===== src/lpfm_pkg.sv =====
// Shared types and constants of the lamp phase fault monitor.
// No dependencies; every other file of the block imports this package.
package lpfm_pkg;

	// Phase counts: lanes are built only for phases that are both configured and monitored
	localparam int unsigned PHASE_COUNT = 3;
	localparam int unsigned MONITORED   = 3;
	localparam int unsigned LIVE_PHASES = (PHASE_COUNT < MONITORED) ? PHASE_COUNT : MONITORED;

	// Stream widths: fields packed from bit 0 up, padded to whole bytes
	localparam int unsigned TIME_W    = 32;
	localparam int unsigned PATTERN_W = 32;
	localparam int unsigned SENSOR_W  = 3;
	localparam int unsigned IN_W      = 72;
	localparam int unsigned OUT_W     = 48;

	// Configuration port
	localparam int unsigned CFG_IDX_W  = 2;
	localparam int unsigned CFG_DATA_W = 16;
	localparam logic [CFG_IDX_W-1:0]  REG_DEBOUNCE   = 2'd0;
	localparam logic [CFG_IDX_W-1:0]  REG_BLIND      = 2'd1;
	localparam logic [CFG_DATA_W-1:0] DEBOUNCE_RESET = 16'd100;
	localparam logic [CFG_DATA_W-1:0] BLIND_RESET    = 16'd600;

	typedef enum logic [1:0] {
		HEALTH_OK    = 2'd0,
		HEALTH_OPEN  = 2'd1,
		HEALTH_BURNT = 2'd2
	} health_t;

	// Per-lane control from the poll front end
	typedef struct packed {
		logic                  take;
		logic                  changed;
		logic                  eval;
		logic                  on;
		logic                  active;
		logic [TIME_W-1:0]     now;
		logic [CFG_DATA_W-1:0] debounce;
	} lane_ctl_t;

	// Per-lane findings for one poll
	typedef struct packed {
		health_t health;
		logic    alert;
		logic    recover;
	} lane_res_t;

	// One merged result item
	typedef struct packed {
		logic [MONITORED-1:0]         recover;
		logic [MONITORED-1:0]         alert;
		health_t [MONITORED-1:0]      health;
		logic [PATTERN_W-1:0]         pattern;
		logic                         strobe;
	} result_t;

endpackage


===== src/lpfm_lane.sv =====
// One phase lane: classifies the sensor reading, debounces faults, latches health.
// Depends on lpfm_pkg.
module lpfm_lane (
	input  logic              clk,
	input  logic              arst_n,
	input  lpfm_pkg::lane_ctl_t ctl,
	output lpfm_pkg::lane_res_t res
);
	import lpfm_pkg::*;

	logic              debouncing_q, debouncing_d;
	logic              alert_done_q, alert_done_d;
	health_t           health_q, health_d;
	logic [TIME_W-1:0] stamp_q;
	logic              stamp_load;
	logic              deb_eff;
	health_t           seen;
	logic [TIME_W-1:0] held;
	logic              expired;

	// Fault classification: on with the sensor active is open, off with the sensor inactive is burnt
	always_comb begin
		if (ctl.on && ctl.active)
			seen = HEALTH_OPEN;
		else if (!ctl.on && !ctl.active)
			seen = HEALTH_BURNT;
		else
			seen = HEALTH_OK;
	end

	assign held    = ctl.now - stamp_q;
	assign expired = held > {{(TIME_W-CFG_DATA_W){1'b0}}, ctl.debounce};
	assign deb_eff = ctl.changed ? 1'b0 : debouncing_q;

	// Next state and findings
	always_comb begin
		debouncing_d = deb_eff;
		alert_done_d = alert_done_q;
		health_d     = health_q;
		stamp_load   = 1'b0;
		res.alert    = 1'b0;
		res.recover  = 1'b0;
		if (ctl.eval) begin
			if (seen != HEALTH_OK) begin
				if (!deb_eff) begin
					debouncing_d = 1'b1;
					stamp_load   = 1'b1;
				end else if (expired) begin
					health_d = seen;
					if (!alert_done_q) begin
						res.alert    = 1'b1;
						alert_done_d = 1'b1;
					end
				end
			end else begin
				res.recover  = (health_q != HEALTH_OK);
				debouncing_d = 1'b0;
				health_d     = HEALTH_OK;
				alert_done_d = 1'b0;
			end
		end
		res.health = health_d;
	end

	// Lane state
	always_ff @(posedge clk or negedge arst_n) begin
		if (!arst_n) begin
			debouncing_q <= 1'b0;
			alert_done_q <= 1'b0;
			health_q     <= HEALTH_OK;
		end else if (ctl.take) begin
			debouncing_q <= debouncing_d;
			alert_done_q <= alert_done_d;
			health_q     <= health_d;
		end
	end

	// Fault stamp, only read while debouncing is set
	always_ff @(posedge clk) begin
		if (ctl.take && stamp_load)
			stamp_q <= ctl.now;
	end

endmodule


===== src/lpfm_merge.sv =====
// Merge stage: gathers lane findings into one result and holds it in the output register.
// Depends on lpfm_pkg.
module lpfm_merge (
	input  logic                        clk,
	input  logic                        arst_n,
	input  logic                        take,
	input  logic                        strobe,
	input  logic [lpfm_pkg::PATTERN_W-1:0] pattern,
	input  lpfm_pkg::lane_res_t         lanes [lpfm_pkg::MONITORED],
	output logic                        room,
	output logic                        m_tvalid,
	input  logic                        m_tready,
	output lpfm_pkg::result_t           result
);
	import lpfm_pkg::*;

	result_t merged;
	result_t result_q;
	logic    valid_q;

	// Combine lanes
	always_comb begin
		merged.strobe  = strobe;
		merged.pattern = pattern;
		for (int i = 0; i < MONITORED; i++) begin
			merged.health[i]  = lanes[i].health;
			merged.alert[i]   = lanes[i].alert;
			merged.recover[i] = lanes[i].recover;
		end
	end

	// Output register: refilled when empty or being drained
	assign room = !valid_q || m_tready;

	always_ff @(posedge clk or negedge arst_n) begin
		if (!arst_n)
			valid_q <= 1'b0;
		else if (room)
			valid_q <= take;
	end

	always_ff @(posedge clk) begin
		if (take)
			result_q <= merged;
	end

	assign m_tvalid = valid_q;
	assign result   = result_q;

endmodule


===== src/lamp_phase_fault_monitor_core.sv =====
// Lamp phase fault monitor top level: poll front end, phase lanes, merge/output stage.
// A result is registered and appears on the master side in the cycle after its poll.
// Throughput: one poll per cycle unless m_tready stalls; output refills as it drains.
// Reset (arst_n, async, active low) clears pattern, change stamp, lane state and
// the output valid, and restores debounce_ms = 100 and blind_ms = 600.
// Depends on lpfm_pkg, lpfm_lane and lpfm_merge.
module lamp_phase_fault_monitor_core (
	input  logic                            clk,
	input  logic                            arst_n,
	// s_tdata: time_ms[31:0], expected_pattern[63:32], sensor_pattern[66:64], zero pad
	input  logic                            s_tvalid,
	output logic                            s_tready,
	input  logic [lpfm_pkg::IN_W-1:0]       s_tdata,
	// m_tdata: drive_strobe[0], drive_pattern[32:1], health_phase_zero[34:33],
	// health_phase_one[36:35], health_phase_two[38:37], alert_mask[41:39],
	// recover_mask[44:42], zero pad
	output logic                            m_tvalid,
	input  logic                            m_tready,
	output logic [lpfm_pkg::OUT_W-1:0]      m_tdata,
	input  logic                            cfg_valid,
	output logic                            cfg_ready,
	input  logic [lpfm_pkg::CFG_IDX_W-1:0]  cfg_index,
	input  logic [lpfm_pkg::CFG_DATA_W-1:0] cfg_data
);
	import lpfm_pkg::*;

	logic [CFG_DATA_W-1:0] debounce_q, blind_q;
	logic [PATTERN_W-1:0]  last_pattern_q;
	logic [TIME_W-1:0]     change_stamp_q;
	logic [TIME_W-1:0]     now;
	logic [PATTERN_W-1:0]  pattern;
	logic [SENSOR_W-1:0]   sensed;
	logic [TIME_W-1:0]     elapsed;
	logic                  take, changed, eval;
	lane_ctl_t             ctl   [MONITORED];
	lane_res_t             lanes [MONITORED];
	result_t               result;

	// Configuration registers
	assign cfg_ready = 1'b1;

	always_ff @(posedge clk or negedge arst_n) begin
		if (!arst_n) begin
			debounce_q <= DEBOUNCE_RESET;
			blind_q    <= BLIND_RESET;
		end else if (cfg_valid) begin
			unique case (cfg_index)
				REG_DEBOUNCE: debounce_q <= cfg_data;
				REG_BLIND:    blind_q    <= cfg_data;
				default:      ;
			endcase
		end
	end

	// Poll front end: change detection and blind window
	assign now     = s_tdata[TIME_W-1:0];
	assign pattern = s_tdata[TIME_W+PATTERN_W-1:TIME_W];
	assign sensed  = s_tdata[TIME_W+PATTERN_W+SENSOR_W-1:TIME_W+PATTERN_W];
	assign take    = s_tvalid && s_tready;
	assign changed = pattern != last_pattern_q;
	assign elapsed = now - change_stamp_q;
	assign eval    = changed ? (blind_q == '0)
	                         : (elapsed >= {{(TIME_W-CFG_DATA_W){1'b0}}, blind_q});

	always_ff @(posedge clk or negedge arst_n) begin
		if (!arst_n) begin
			last_pattern_q <= '0;
			change_stamp_q <= '0;
		end else if (take) begin
			last_pattern_q <= pattern;
			if (changed)
				change_stamp_q <= now;
		end
	end

	// Phase lanes; phases beyond the live count stay ok
	for (genvar i = 0; i < MONITORED; i++) begin : g_lane
		always_comb begin
			ctl[i].take     = take;
			ctl[i].changed  = changed;
			ctl[i].eval     = eval;
			ctl[i].on       = pattern[i];
			ctl[i].active   = sensed[i];
			ctl[i].now      = now;
			ctl[i].debounce = debounce_q;
		end
		if (i < LIVE_PHASES) begin : g_live
			lpfm_lane u_lane (
				.clk    (clk),
				.arst_n (arst_n),
				.ctl    (ctl[i]),
				.res    (lanes[i])
			);
		end else begin : g_idle
			always_comb begin
				lanes[i].health  = HEALTH_OK;
				lanes[i].alert   = 1'b0;
				lanes[i].recover = 1'b0;
			end
		end
	end

	// Merge and output register
	lpfm_merge u_merge (
		.clk      (clk),
		.arst_n   (arst_n),
		.take     (take),
		.strobe   (changed),
		.pattern  (pattern),
		.lanes    (lanes),
		.room     (s_tready),
		.m_tvalid (m_tvalid),
		.m_tready (m_tready),
		.result   (result)
	);

	assign m_tdata = {{(OUT_W-$bits(result_t)){1'b0}}, result};

`ifndef SYNTHESIS
	// A phase never alerts and recovers in the same result
	a_alert_recover_disjoint: assert property (@(posedge clk) disable iff (!arst_n)
		m_tvalid |-> ((result.alert & result.recover) == '0))
		else $error("alert and recover on the same phase");

	// An alerting phase zero shows a fault health
	a_alert_health: assert property (@(posedge clk) disable iff (!arst_n)
		(m_tvalid && result.alert[0]) |-> (result.health[0] != HEALTH_OK))
		else $error("alert with ok health");

	// A recovering phase zero shows ok health
	a_recover_health: assert property (@(posedge clk) disable iff (!arst_n)
		(m_tvalid && result.recover[0]) |-> (result.health[0] == HEALTH_OK))
		else $error("recover with fault health");

	// A strobed result carries the pattern just latched
	a_strobe_pattern: assert property (@(posedge clk) disable iff (!arst_n)
		(m_tvalid && result.strobe) |-> (result.pattern == last_pattern_q))
		else $error("strobe pattern mismatch");
`endif

endmodule

===== config.mk =====
export PLATFORM = sky130hd
export DESIGN_NAME = lamp_phase_fault_monitor_core
export DESIGN_NICKNAME = d
export VERILOG_FILES = /design/src/lpfm_pkg.sv /design/src/lpfm_lane.sv /design/src/lpfm_merge.sv /design/src/lamp_phase_fault_monitor_core.sv
export SDC_FILE = /design/constraint.sdc
export NUM_CORES = 1
export LEC_CHECK = 0
export BUFFER_PORTS_ARGS = -buffer_cell sky130_fd_sc_hd__clkbuf_2
export CAP_MARGIN = 20
export CORE_UTILIZATION = 40
export DETAILED_ROUTE_END_ITERATION = 8
export PLACE_DENSITY = 0.64
export SLEW_MARGIN = 10
export SYNTH_ARGS = -nofsm -noshare
export SYNTH_HDL_FRONTEND = slang
export SYNTH_SLANG_ARGS = --single-unit

===== constraint.sdc =====
create_clock -name clk -period 9.03 [get_ports clk]
set_input_delay 0.4515 -clock clk [delete_from_list [all_inputs] [get_ports clk]]
set_output_delay 0.4515 -clock clk [all_outputs]
set_load 0.1 [all_outputs]

==> impl_metrics.env <==
export IMPL_outcome="completed"
export IMPL_die_h_um=217
export IMPL_cp_required_ps=9300
export IMPL_synthMuxAreaShare_pct=3.86
export IMPL_crit_arrival_ps=6340
export IMPL_post_cts_setup_buffers=0
export IMPL_wl_mm=48.6
export IMPL_crit_family="compound AO/OA/AOI/OAI gates"
export IMPL_antenna_found_initial=0
export IMPL_rr_worst_depth=21
export IMPL_finalCritPeriodShare_pct=67.1
export IMPL_fin_hold_ws_ps=79.4
export IMPL_htreeDepth=1
export IMPL_die_area_um2=47200
export IMPL_area_growth_pct=11.8
export IMPL_ant_nets=0
export IMPL_cts_num_sinks=250
export IMPL_use_met1_pct=27.0
export IMPL_p_per_area_nw_per_um2=170
export IMPL_crit_path_cell_trace="ha_1 > inv_1 > fa_1 > a21o_1 > o2bb2ai_1 > nor2_1 > o21ai_0 > a21o_1 > a21oi_1 > xnor2_1 > ha_1 > a21oi_1 > o22ai_1 > a2111oi_0 > a2111oi_0 > a21o_1 > a2111oi_4 > nand4_4 > o41ai_4 > nor3_2 > buf_4"
export IMPL_num_io_pins=146
export IMPL_syn_area_per_cell_um2=9.32
export IMPL_clock_latency_ps=580
export IMPL_synth_area_um2=18500
export IMPL_ir_drop_uv=176
export IMPL_rsz0062_at_grt="no"
export IMPL_cts_buffers=29
export IMPL_drc=0
export IMPL_drv_slew=0
export IMPL_wl_per_cell_um=17.8
export IMPL_diodes=0
export IMPL_tns_ps=0
export IMPL_synth_largest_area_cell="edfxtp_1"
export IMPL_cp_num_cells=21
export IMPL_async_flop_share_pct=43.6
export IMPL_grt_overflow=0
export IMPL_min_period_ps=6060
export IMPL_dp_hpwl_mm=38.1
export IMPL_worst_path_most_repeated_cell="a21o_1"
export IMPL_synthXorXnorAreaFrac_pct=5.24
export IMPL_r2r_start="change_stamp_q[0]$_DFFE_PN0P_"
export IMPL_cts_resized=0
export IMPL_use_met3_pct=3.05
export IMPL_synth_adder_area_share_pct=13.5
export IMPL_cp_endpoint="g_lane[0].g_live.u_lane.stamp_q[0]$_DFFE_PP_"
export IMPL_grt_pass1_wl_mm=77.4
export IMPL_syn_inst=1987
export IMPL_track_usage_pct=20.5
export IMPL_synth_area_leaders="edfxtp_1 23%, dfrtp_1 14%, ha_1 13%, a21oi_1 4.5%, inv_1 4.2%"
export IMPL_globalplace_congestion=0.905
export IMPL_start_util_pct=40.6
export IMPL_grt_pass1_vias=15100
export IMPL_crit_path_end_kind="flop"
export IMPL_routed_via_density=5.55
export IMPL_max_slew_margin_pct=28.4
export IMPL_grtUsageMet2_pct=34.4
export IMPL_critical_path_class="reg2reg"
export IMPL_ys_ff_latch=250
export IMPL_p_leak_nw=9.02
export IMPL_drt_iter0_drc=828
export IMPL_clock_tree_root_cell="clkbuf_16"
export IMPL_yosysWarnings=0
export IMPL_ys_types=94
export IMPL_synth_compound_area_share_pct=19.2
export IMPL_setup_viol=0
export IMPL_min_path_type="in2reg"
export IMPL_critPathBufInv=2
export IMPL_route_vias_total=15100
export IMPL_ys_flop_type="edfxtp_1"
export IMPL_max_freq_mhz=165
export IMPL_worstMarginPinSlew_ps=1060
export IMPL_critPathLaunchType="flop"
export IMPL_synth_top_family_by_area="compound AO/OA/AOI/OAI gates"
export IMPL_port_buffers=136
export IMPL_grt_max_degree=65
export IMPL_die_w_um=217
export IMPL_crit_path_start="change_stamp_q[0]$_DFFE_PN0P_"
export IMPL_synth_common_cells="206 x inv_1, 194 x ha_1, 183 x nand2_1"
export IMPL_clock_path_buffers=3
export IMPL_synth_top_area_share_pct=22.9
export IMPL_rrSetupSlack_ps=2970
export IMPL_cts_tree="built"
export IMPL_drive_gt1_share_pct=13.8
export IMPL_nNetsFinal=2395
export IMPL_yosysMostFrequentCell="inv_1"
export IMPL_clk_pin_slew_worst_paths_ps=60
export IMPL_maxCapViolations=0
export IMPL_hold_viol=0
export IMPL_grt_busiest_layer="met2"
export IMPL_synthSimpleGateAreaFrac_pct=14.6
export IMPL_seq_area_frac_synth_pct=37.6
export IMPL_clock_skew_ps=11.8
export IMPL_firstDrtPassIters=5
export IMPL_synth_edf_count=141
export IMPL_worst_path_largest_cell_delay_ps=920
export IMPL_cp_max_fo=32
export IMPL_row_count=78
export IMPL_r2r_end="g_lane[0].g_live.u_lane.stamp_q[0]$_DFFE_PP_"
export IMPL_crit_slowest_cell="o41ai_4"
export IMPL_core_area_um2=45600
export IMPL_fillers=4330
## flip-flops by register name (all words and copies together) (netlist names)
name,flops
last_pattern_q,32
blind_q,16
u_merge.result,45
g_lane.g_live.u_lane.alert_done_q,3
g_lane.g_live.u_lane.health_q,6
g_lane.g_live.u_lane.debouncing_q,3
g_lane.g_live.u_lane.stamp_q,96
u_merge.m_tvalid,1
change_stamp_q,32
debounce_q,16
## power by group
group,internal (mW),switching [mW]
logic,0.368,0.645
registers,1.29,0.0378
clock network,0.691,0.490
total,2.35,1.17
## worst reg2reg max path: stages, from the launching register on
cell and delay [ps]:
dfrtp_1 350, ha_1 200, inv_1 70, fa_1 400
a21o_1 190, o2bb2ai_1 190, nor2_1 190, o21ai_0 190
a21o_1 220, a21oi_1 190, xnor2_1 160, ha_1 270
a21oi_1 170, o22ai_1 90, a2111oi_0 450, a2111oi_0 320
a21o_1 260, a2111oi_4 320, nand4_4 190, o41ai_4 920
nor3_2 60, buf_4 300
## repair_timing
item | 4_1_cts | 5_1_grt
endpoints found under the hold margin | 45 | 0
setup endpoints to repair | 0 | 0
hold buffers | 1 | 0
## how the worst min path moves through the flow
stage,slack (ps),end,cells past startpoint,startpoint
final,80,u_merge.m_tvalid$_DFFE_PN0N_,2,s_tvalid
after global routing,60,debounce_q[2]$_DFFE_PN1P_,3,cfg_data[2]
after CTS,50,debounce_q[2]$_DFFE_PN1P_,3,cfg_data[2]
after detailed placement,490,g_lane[2].g_live.u_lane.debouncing_q$_DFFE_PN0P_,1,g_lane[2].g_live.u_lane.debouncing_q$_DFFE_PN0P_
after global placement,480,last_pattern_q[0]$_DFFE_PN0P_,2,last_pattern_q[0]$_DFFE_PN0P_
after floorplan,160,blind_q[0]$_DFFE_PN0P_,0,arst_n
## metal layers
metal | vias up | routed length, um
met5 | - | 0
met4 | 0 | 1510
met3 | 88 | 2580
met2 | 423 | 22500
met1 | 7136 | 22000
li1 | 7470 | -
## cells in the final DEF (no fill, tap or decap), types with 63 or more instances in the layout
cell type / instances
a21oi_1: 165
inv_1: 205
clkbuf_2: 135
nand2_1: 183
xor2_1: 63
o21ai_0: 133
dfrtp_1: 102
edfxtp_1: 141
nor2_1: 116
ha_1: 194
## final cells by class
class	count	area, um2	area share [%]
Timing Repair Buffer	146	761	3.67
Clock inverter	14	146	0.707
Tap cell	600	751	3.62
Multi-Input combinational cell	1469	10500	50.7
Inverter	206	773	3.73
Clock buffer	40	817	3.94
Sequential cell	250	6970	33.6
## stage by stage
| stage | instances | total power, mW | worst slack [ps] | util (%) | area [um2] |
|---|---|---|---|---|---|
| after global placement | 2670 | 2.33 | 2670 | 43.3 | 19700 |
| final | 2725 | 3.52 | 2970 | 45.5 | 20700 |
| after floorplan | 1989 | 2.09 | 2680 | - | 18500 |
| after detailed placement | 2670 | 2.35 | 2560 | 43.3 | 19700 |
| after global routing | 2725 | 3.72 | 2670 | 45.5 | 20700 |
| after CTS | 2725 | 3.56 | 2970 | 45.5 | 20700 |
## cell families after synthesis
logic type	after synthesis
other	2
and+or+nand+nor	548
buffers and inverters	270
DFF	250
adders and majority gates	198
AOI/OAI and AO/OA	544
muxes	65
xor gates and xnor gates	110
Power figures use the tool's default switching activity.
